[src/rtl/idq_pkg.sv]
// ---------------------------------------------------------------------------
// Indexed deque package
// Operation and status codes, controller states and shared types.
// ---------------------------------------------------------------------------
`default_nettype none

package idq_pkg;

  localparam int unsigned DATA_W = 32;
  localparam int unsigned FUNC_W = 3;
  localparam int unsigned STAT_W = 2;

  typedef enum logic [FUNC_W-1:0] {
    FUNC_PUSH_FRONT = 3'd0,
    FUNC_PUSH_BACK  = 3'd1,
    FUNC_POP_FRONT  = 3'd2,
    FUNC_POP_BACK   = 3'd3,
    FUNC_READ       = 3'd4
  } func_e;

  typedef enum logic [STAT_W-1:0] {
    STATUS_OK    = 2'd0,
    STATUS_EMPTY = 2'd1,
    STATUS_RANGE = 2'd2,
    STATUS_FULL  = 2'd3
  } status_e;

  typedef enum logic {
    ST_IDLE = 1'b0,
    ST_READ = 1'b1
  } state_e;

  typedef struct packed {
    logic wr_en;
    logic rd_en;
  } mem_ctl_t;

endpackage

`default_nettype wire

[src/rtl/idq_ctrl.sv]
// ---------------------------------------------------------------------------
// Indexed deque controller
// Front pointer and count, address generation and the result register.
// ---------------------------------------------------------------------------
`default_nettype none

module idq_ctrl #(
  parameter int unsigned DEPTH = 1024,
  localparam int unsigned PtrW = $clog2(DEPTH),
  localparam int unsigned CntW = $clog2(DEPTH + 1)
) (
  input  wire logic                                clk_i,
  input  wire logic                                rst_ni,
  input  wire logic                                in_valid_i,
  output logic                                     in_ready_o,
  input  wire logic        [idq_pkg::FUNC_W-1:0]   func_i,
  input  wire logic signed [idq_pkg::DATA_W-1:0]   data_in_i,
  input  wire logic        [PtrW-1:0]              position_i,
  output logic                                     out_valid_o,
  input  wire logic                                out_ready_i,
  output logic signed      [idq_pkg::DATA_W-1:0]   data_out_o,
  output logic             [CntW-1:0]              occupancy_o,
  output logic             [idq_pkg::STAT_W-1:0]   status_o,
  output idq_pkg::mem_ctl_t                        mem_ctl_o,
  output logic             [PtrW-1:0]              mem_addr_o,
  output logic             [idq_pkg::DATA_W-1:0]   mem_wdata_o,
  input  wire logic        [idq_pkg::DATA_W-1:0]   mem_rdata_i
);

  localparam logic [PtrW:0]   DepthWrap = (PtrW + 1)'(DEPTH);
  localparam logic [PtrW-1:0] LastSlot  = PtrW'(DEPTH - 1);
  localparam logic [CntW-1:0] FullCount = CntW'(DEPTH);

  idq_pkg::state_e state_q, state_d;
  logic [PtrW-1:0] front_q, front_d;
  logic [CntW-1:0] count_q, count_d;
  logic            out_valid_q, out_valid_d;
  logic signed [idq_pkg::DATA_W-1:0] data_q;
  logic [CntW-1:0] occ_q;
  logic [idq_pkg::STAT_W-1:0] status_q;

  logic                       accept;
  logic                       read_op;
  logic                       wr_req;
  logic                       rd_req;
  idq_pkg::status_e           res_status;
  logic [PtrW-1:0]            ring_off;
  logic [PtrW:0]              ring_sum;
  logic [PtrW:0]              ring_wrap;
  logic [PtrW-1:0]            ring_addr;
  logic [PtrW-1:0]            front_dec;
  logic [PtrW-1:0]            front_inc;
  logic [CntW-1:0]            count_dec;
  logic [CntW-1:0]            count_inc;
  logic                       is_full;
  logic                       is_empty;
  logic [PtrW-1:0]            addr;

  assign is_full   = (count_q == FullCount);
  assign is_empty  = (count_q == '0);
  assign count_dec = count_q - CntW'(1);
  assign count_inc = count_q + CntW'(1);
  assign front_dec = (front_q == '0) ? LastSlot : front_q - PtrW'(1);
  assign front_inc = (front_q == LastSlot) ? '0 : front_q + PtrW'(1);

  always_comb begin
    case (func_i)
      idq_pkg::FUNC_PUSH_BACK: ring_off = count_q[PtrW-1:0];
      idq_pkg::FUNC_POP_BACK:  ring_off = count_dec[PtrW-1:0];
      idq_pkg::FUNC_READ:      ring_off = position_i;
      default:                 ring_off = '0;
    endcase
  end

  assign ring_sum  = {1'b0, front_q} + {1'b0, ring_off};
  assign ring_wrap = ring_sum - DepthWrap;
  assign ring_addr = (ring_sum >= DepthWrap) ? ring_wrap[PtrW-1:0] : ring_sum[PtrW-1:0];

  always_comb begin
    front_d    = front_q;
    count_d    = count_q;
    res_status = idq_pkg::STATUS_OK;
    wr_req     = 1'b0;
    rd_req     = 1'b0;
    read_op    = 1'b0;
    addr       = ring_addr;
    case (func_i)
      idq_pkg::FUNC_PUSH_FRONT: begin
        if (is_full) begin
          res_status = idq_pkg::STATUS_FULL;
        end else begin
          addr    = front_dec;
          wr_req  = 1'b1;
          front_d = front_dec;
          count_d = count_inc;
        end
      end
      idq_pkg::FUNC_PUSH_BACK: begin
        if (is_full) begin
          res_status = idq_pkg::STATUS_FULL;
        end else begin
          wr_req  = 1'b1;
          count_d = count_inc;
        end
      end
      idq_pkg::FUNC_POP_FRONT: begin
        if (is_empty) begin
          res_status = idq_pkg::STATUS_EMPTY;
        end else begin
          addr    = front_q;
          rd_req  = 1'b1;
          read_op = 1'b1;
          front_d = front_inc;
          count_d = count_dec;
        end
      end
      idq_pkg::FUNC_POP_BACK: begin
        if (is_empty) begin
          res_status = idq_pkg::STATUS_EMPTY;
        end else begin
          rd_req  = 1'b1;
          read_op = 1'b1;
          count_d = count_dec;
        end
      end
      idq_pkg::FUNC_READ: begin
        if (CntW'(position_i) >= count_q) begin
          res_status = idq_pkg::STATUS_RANGE;
        end else begin
          rd_req  = 1'b1;
          read_op = 1'b1;
        end
      end
      default: begin
      end
    endcase
  end

  always_comb begin
    state_d     = state_q;
    in_ready_o  = 1'b0;
    out_valid_d = out_valid_q && !out_ready_i;
    unique case (state_q)
      idq_pkg::ST_IDLE: begin
        in_ready_o = !out_valid_q || out_ready_i;
        if (in_valid_i && in_ready_o) begin
          if (read_op) begin
            state_d = idq_pkg::ST_READ;
          end else begin
            out_valid_d = 1'b1;
          end
        end
      end
      idq_pkg::ST_READ: begin
        state_d     = idq_pkg::ST_IDLE;
        out_valid_d = 1'b1;
      end
      default: begin
        state_d = idq_pkg::ST_IDLE;
      end
    endcase
  end

  assign accept = in_valid_i && in_ready_o;

  always_ff @(posedge clk_i or negedge rst_ni) begin
    if (!rst_ni) begin
      state_q     <= idq_pkg::ST_IDLE;
      out_valid_q <= 1'b0;
      front_q     <= '0;
      count_q     <= '0;
    end else begin
      state_q     <= state_d;
      out_valid_q <= out_valid_d;
      if (accept) begin
        front_q <= front_d;
        count_q <= count_d;
      end
    end
  end

  always_ff @(posedge clk_i) begin
    if (accept) begin
      occ_q    <= count_d;
      status_q <= res_status;
      data_q   <= '0;
    end else if (state_q == idq_pkg::ST_READ) begin
      data_q <= mem_rdata_i;
    end
  end

  assign mem_ctl_o.wr_en = accept && wr_req;
  assign mem_ctl_o.rd_en = accept && rd_req;
  assign mem_addr_o      = addr;
  assign mem_wdata_o     = data_in_i;

  assign out_valid_o = out_valid_q;
  assign data_out_o  = data_q;
  assign occupancy_o = occ_q;
  assign status_o    = status_q;

endmodule

`default_nettype wire

[config.mk]
export PLATFORM = sky130hd
export DESIGN_NAME = idq_ctrl
export DESIGN_NICKNAME = d
export VERILOG_FILES = /design/src/rtl/idq_pkg.sv /design/src/rtl/idq_ctrl.sv
export SDC_FILE = /design/constraint.sdc
export NUM_CORES = 1
export LEC_CHECK = 0
export BUFFER_PORTS_ARGS = -buffer_cell sky130_fd_sc_hd__buf_4
export CORE_MARGIN = 1.5
export CORE_UTILIZATION = 42
export DETAILED_ROUTE_END_ITERATION = 7
export HOLD_SLACK_MARGIN = 0.15
export PLACE_DENSITY_LB_ADDON = 0.15
export SYNTH_ARGS = -nofsm -noshare
export SYNTH_HDL_FRONTEND = slang
export SYNTH_SLANG_ARGS = --single-unit
export TNS_END_PERCENT = 10
[constraint.sdc]
create_clock -name clk_i -period 4.36 [get_ports clk_i]
set_clock_uncertainty 0.05 [all_clocks]
set_input_delay 0.872 -clock clk_i [delete_from_list [all_inputs] [get_ports clk_i]]
set_output_delay 0.872 -clock clk_i [all_outputs]
set_load 0.02 [all_outputs]
-- Word-level counts from Yosys, hierarchy flattened
Index checks and enable logic that the tools add are counted.
- register bits after elaboration: 68
- latch bits: 0
- bits in writable memories: 0
- memory bits (read-only): 0
- input port bits: 81
- output and inout port bits: 91
- logic and storage cells: 68
- memories: 0
- add/subtract/negate cells: 6
- $mul: 0
- divide/modulo/power cells: 0
- $lt $le $gt $ge: 2
- equal/unequal tests: 8
- shifts and indexed selects: 0
- multiplexer cells: 29
- bitwise operators: 1
- reductions and logical operators: 15
- operator list (operator ; number):
    2-to-1 mux 10 bit ; 7
    one-hot mux 10 bit (2 select lines) ; 2
    one-hot mux 10 bit (3 select lines) ; 1
    2-to-1 mux 11 bit ; 2
    one-hot mux 11 bit (2 select lines) ; 1
    subtractor 10 x 1 -> 10 bit (second input constant) ; 2
    adder 10 x 10 -> 11 bit ; 1
    adder 11 x 1 -> 11 bit (second input constant) ; 1
    equality test 11 bit (second input constant) ; 1
    >= comparator 10 x 11 -> 1 bit ; 1
    >= comparator 11 bit (second input constant) ; 1
    logical NOT 11 bit ; 1
    subtractor 11 x 1 -> 11 bit (second input constant) ; 1
    adder 10 x 1 -> 10 bit (second input constant) ; 1
    equality test 10 bit (second input constant) ; 1
    logical NOT 10 bit ; 1
    2-to-1 mux 1 bit ; 10
    equality test 3 x 2 -> 1 bit (second input constant) ; 2
    one-hot mux 1 bit (2 select lines) ; 3
    one-hot mux 2 bit (3 select lines) ; 1
    logical AND 1 bit ; 5
    2-to-1 mux 2 bit ; 2
    != test 2 bit (second input constant) ; 2
    AND reduction 4 bit ; 1
    8 further kinds ; 10

-- Longest topological paths before layout
- depth after elaboration: 7
- gate-level depth with buffers: 16
- depth with buffers taken out: 14

-- Worst setup path before layout
No wires, ideal clock.
- kind: in2out
- start point: input port func_i[1] (netlist bit)
- end point: output port mem_addr_o[8]
- data arrival time: 3.807 ns
- required time: 3.438 ns
- path slack: -0.369 ns
- cell stages on the path: 15
- path buffers: 3
- path through: clkbuf_1 -> clkbuf_1 -> clkbuf_1 -> xnor2_1 -> o21ai_0 -> ha_1 -> inv_1 -> fa_1 -> nor2b_1 -> o21a_1 -> o21ai_0 -> a31oi_1 -> xor2_1 -> a21oi_1 -> o21ai_0
- longest elaborated chain between the ends: 7
- elaborated cells on any way between the ends: 13
- classes of those cells: add/sub (2); order compare (1); eq/ne (4); mux (5); reduce/logical (1)
- RTL lines (what ; RTL line ; text):
    from (decl) ; idq_ctrl.sv:16 ; input wire logic [idq_pkg::FUNC_W-1:0] func_i,
    equality test 3 bit, or another cell as far along ; idq_ctrl.sv:67 ; case (func_i)
    one-hot mux 10 bit (3 select lines) ; idq_ctrl.sv:67 ;
    adder 10 x 10 -> 11 bit ; idq_ctrl.sv:75 ; assign ring_sum = {1'b0, front_q} + {1'b0, ring_off};
    subtractor 10 x 1 -> 10 bit / >= comparator 11 bit (equally long branches) ; idq_ctrl.sv:76, idq_ctrl.sv:77 ;
    2-to-1 mux 10 bit ; idq_ctrl.sv:77 ; assign ring_addr = (ring_sum >= DepthWrap) ? ring_wrap[PtrW-1:0] : ring_sum[PtrW-1:0];
    2-to-1 mux 10 bit (on tied branches) ; idq_ctrl.sv:107, idq_ctrl.sv:89 ;
    one-hot mux 10 bit (2 select lines) (*) ; idq_ctrl.sv:87 ; case (func_i)
    to (decl) ; idq_ctrl.sv:25 ; output logic [PtrW-1:0] mem_addr_o,
Mark *: on every way between the ends. The rest lies on a longest branch, timed or not.

-- Worst setup path after layout
- start point: register count_q[0]
- end point: output port mem_addr_o[9]
- longest elaborated chain between the ends: 7
- elaborated cells on any way between the ends: 11
- classes of those cells: add/sub (3); order compare (1); eq/ne (1); mux (5); reduce/logical (1)
- RTL lines (what ; RTL line ; text):
    from (decl) ; idq_ctrl.sv:36 ; logic [CntW-1:0] count_q, count_d;
    from (signal assigned) ; idq_ctrl.sv:177 ; count_q <= count_d;
    subtractor 11 x 1 -> 11 bit ; idq_ctrl.sv:61 ; assign count_dec = count_q - CntW'(1);
    one-hot mux 10 bit (3 select lines) ; idq_ctrl.sv:67 ;
    adder 10 x 10 -> 11 bit ; idq_ctrl.sv:75 ;
    subtractor 10 x 1 -> 10 bit / >= comparator 11 bit (equally long branches) ; idq_ctrl.sv:76, idq_ctrl.sv:77 ;
    2-to-1 mux 10 bit ; idq_ctrl.sv:77 ;
    2-to-1 mux 10 bit (on tied branches) ; idq_ctrl.sv:107, idq_ctrl.sv:89 ;
    one-hot mux 10 bit (2 select lines) (*) ; idq_ctrl.sv:87 ;
Marked as above.

==> impl_metrics.toml <==
[die]
die_y_um = 112
start_util_pct = 43.5
die_area_mm2 = 0.0126
design.core.area_mm2 = 0.0115
die_w_um = 112
rows = 39
ios = 172

[worst_hold_path]
holdCritPathClass = "input pin to async pin"

[critical_path]
cp.required_ns = 3.44
startpoint_type = "register"
cp_max_fo = 5
critPathKind = "register to primary output"
arrival_ns = 3.55
end_kind = "primary output"

[yosys]
syn_avg_cell_area_um2 = 8.53
synth_flop_cell = "dfxtp_1"
synth_xor_area_share_pct = 4.02
synth_compound_area_share_pct = 19.8
ys_ff_latch = 68
muxShareOfSynthArea_pct = 8.07
synthAdderAreaFrac_pct = 6.65
async_flop_share_pct = 33.8
ys_seq_area_share_pct = 32.1
synth_cell_type_count = 75
synth_edf_count = 13
syn_inst = 587
yosys.area_share.simple_pct = 18.5
synth_top_family_by_area = "compound AO/OA/AOI/OAI gates"
ys.warnings.count = 0
synth.net_count = 694
syn_area_mm2 = 0.00501

[layout]
final_nets = 785
syn_to_final_growth_pct = 25.9
n_antenna_cell = 0
final_common_cell = "buf_4"
final_cell_mix = "buf_4, nor2_1, mux2i_1"
fillers = 1100
drive_gt1_share_pct = 31.8

[clock_tree]
cts-root-buf = "clkbuf_16"
cts_sinks = 68
cts_tree = "yes"
insertion_delay_ns = 0.34
clkTransAtPathRegs_ns = 0.06
postCtsHoldBufs = 0
cts_buffers = 9
htreeDepth = 3
cts_max_path_buffers = 2

[sta]
tightest_slew_ns = 0.970
drv_slew = 0
fin_tns_setup_ns = -0.136
whs_ns = 0.390
layout_min_cycle_time_ns = 4.47
relSlewSlack_pct = 35.3
fmax_ghz = 0.224
setup_viol = 2
layout_worst_path_cycle_share_pct = 102
hold_violations = 0
fin_ws_ns = -0.108
rsz0062_at_grt = "true"

[global_route]
grt_pass1_vias = 4590
grt-busiest-layer = "met2"
grt_max_degree = 55
track_usage_pct = 24.4
met2_usage_pct = 39.3
grt_pass1_wl_um = 24200
grt_antenna_before_repair = 0
grt_overflow = 0
grt_use_met3_pct = 4.16
use_met1_pct = 32.0

[route]
detail_route.wl_per_cell_um = 18.6
ant_nets = 0
dr_total_vias = 4783
dr.pass1.iters = 7
drc = 0
vias_per_cell = 5.79
initialDrtViolationCount = 317
wirelength_um = 15400

[pwr]
vdd_drop_max_uv = 320
leakage_nw = 2.65
powerDensity_mw_per_mm2 = 563

[placement]
dp_hpwl_um = 11400
place.gp.congestion = 0.933
numPortBuffers = 107

[status]
violations = "negative setup slack"
status = "finished with violations"

[job]
maxCapViolCount = 0
==> synthesized netlist by cell type (all sizes together) (7+ instances only) <==
library cell / number / area share [%]
nor2: 75 / 5.8
buf: 48 / 7.3
o21ai: 43 / 4.3
a21oi: 38 / 3.9
mux2i: 37 / 7.4
nand2: 37 / 2.9
dfxtp: 32 / 13
ha: 25 / 6.2
clkbuf: 23 / 1.9
dfrtp: 23 / 11
inv: 20 / 1.5
xnor2: 16 / 2.8
nor3: 14 / 1.6
edfxtp: 13 / 7.8
o22ai: 13 / 1.6
a22oi: 10 / 1.5
nand2b: 8 / 1.0
nor4: 8 / 1.3
a31oi: 7 / 0.87
and3: 7 / 0.92
xor2: 7 / 1.2
==> cell type report <==
| cell class | instances | area, um^2 | area share (%) |
|---|---|---|---|
| Clock inverter | 5 | 31.3 | 0.496 |
| Multi-Input combinational cell | 426 | 3010 | 47.7 |
| Timing Repair Buffer | 151 | 1140 | 18.0 |
| Inverter | 22 | 83.8 | 1.33 |
| Clock buffer | 11 | 254 | 4.03 |
| Tap cell | 143 | 179 | 2.84 |
| Sequential cell | 68 | 1610 | 25.5 |
==> final timing paths <==
kind	start	endpoint	slack [ns]	depth (start not counted)
worst min-delay path	rst_ni	count_q[3]	0.39	1
min in group clk_i	data_out_o[8]	data_out_o[8]	0.44	2
worst max register to register	count_q[4]	front_q[9]	1.39	8
max in group asynchronous	rst_ni	state_q	3.57	1
worst min register to register	data_out_o[8]	data_out_o[8]	0.44	2
worst max-delay path	count_q[0]	mem_addr_o[9]	-0.11	15
==> kinds of logic (layout without fill, tap and decap cells) <==
group | count (synthesis) | after routing
buf+inv | 93 | 189
xor+xnor | 23 | 23
compound gates | 155 | 155
mux | 40 | 40
fa+ha+maj | 26 | 26
flops | 68 | 68
simple gates | 182 | 182
==> registers in the layout (all words and copies together) (netlist names) <==
| register | flops |
|---|---|
| front_q | 10 |
| occupancy_o | 11 |
| state_q | 1 |
| data_out_o | 32 |
| status_o | 2 |
| out_valid_o | 1 |
| count_q | 11 |
==> metrics by stage <==
step	setup slack, ns	std cells	utilization, %	cell area [um^2]	power (mW)
3_5_place_dp	-0.115	807	50.7	5840	2.68
3_3_place_gp	-0.0610	807	50.7	5840	2.65
6_report	-0.108	826	54.7	6300	3.55
4_1_cts	-0.145	825	53.9	6210	3.47
2_1_floorplan	0.0290	587	-	5010	2.12
5_1_grt	-0.232	826	54.7	6300	3.76
==> power by group <==
| group | internal, mW | total [mW] | switching (mW) |
|---|---|---|---|
| sequential | 0.790 | 1.05 | 0.260 |
| clock | 0.421 | 0.717 | 0.296 |
| combinational | 0.832 | 1.78 | 0.950 |
| total | 2.04 | 3.55 | 1.51 |
==> layer usage <==
layer | part of all wire [%] | vias to the layer above
li1 | - | 2263
met1 | 42 | 2273
met2 | 48 | 204
met3 | 6.6 | 43
met4 | 3.0 | 0
met5 | 0 | -
==> timing repair <==
action,in CTS,in global routing
setup buffers,2,1
resized for setup,16,22
endpoints found under the setup margin,2,4
pin swaps,6,12
gates cloned,0,0
==> critical path: stages (launching register included) <==
cell and delay, ns:
dfrtp_2 0.44, inv_2 0.10, ha_4 0.13, or3b_4 0.41, nor3_4 0.13, a21oi_2 0.06
o22ai_2 0.16, ha_4 0.24, and3_1 0.14, a221o_1 0.34, nand2b_4 0.15, a21o_1 0.19
a21oi_2 0.16, xnor2_1 0.08, a221o_1 0.34, buf_6 0.14
(Power assumes the default switching activity.)
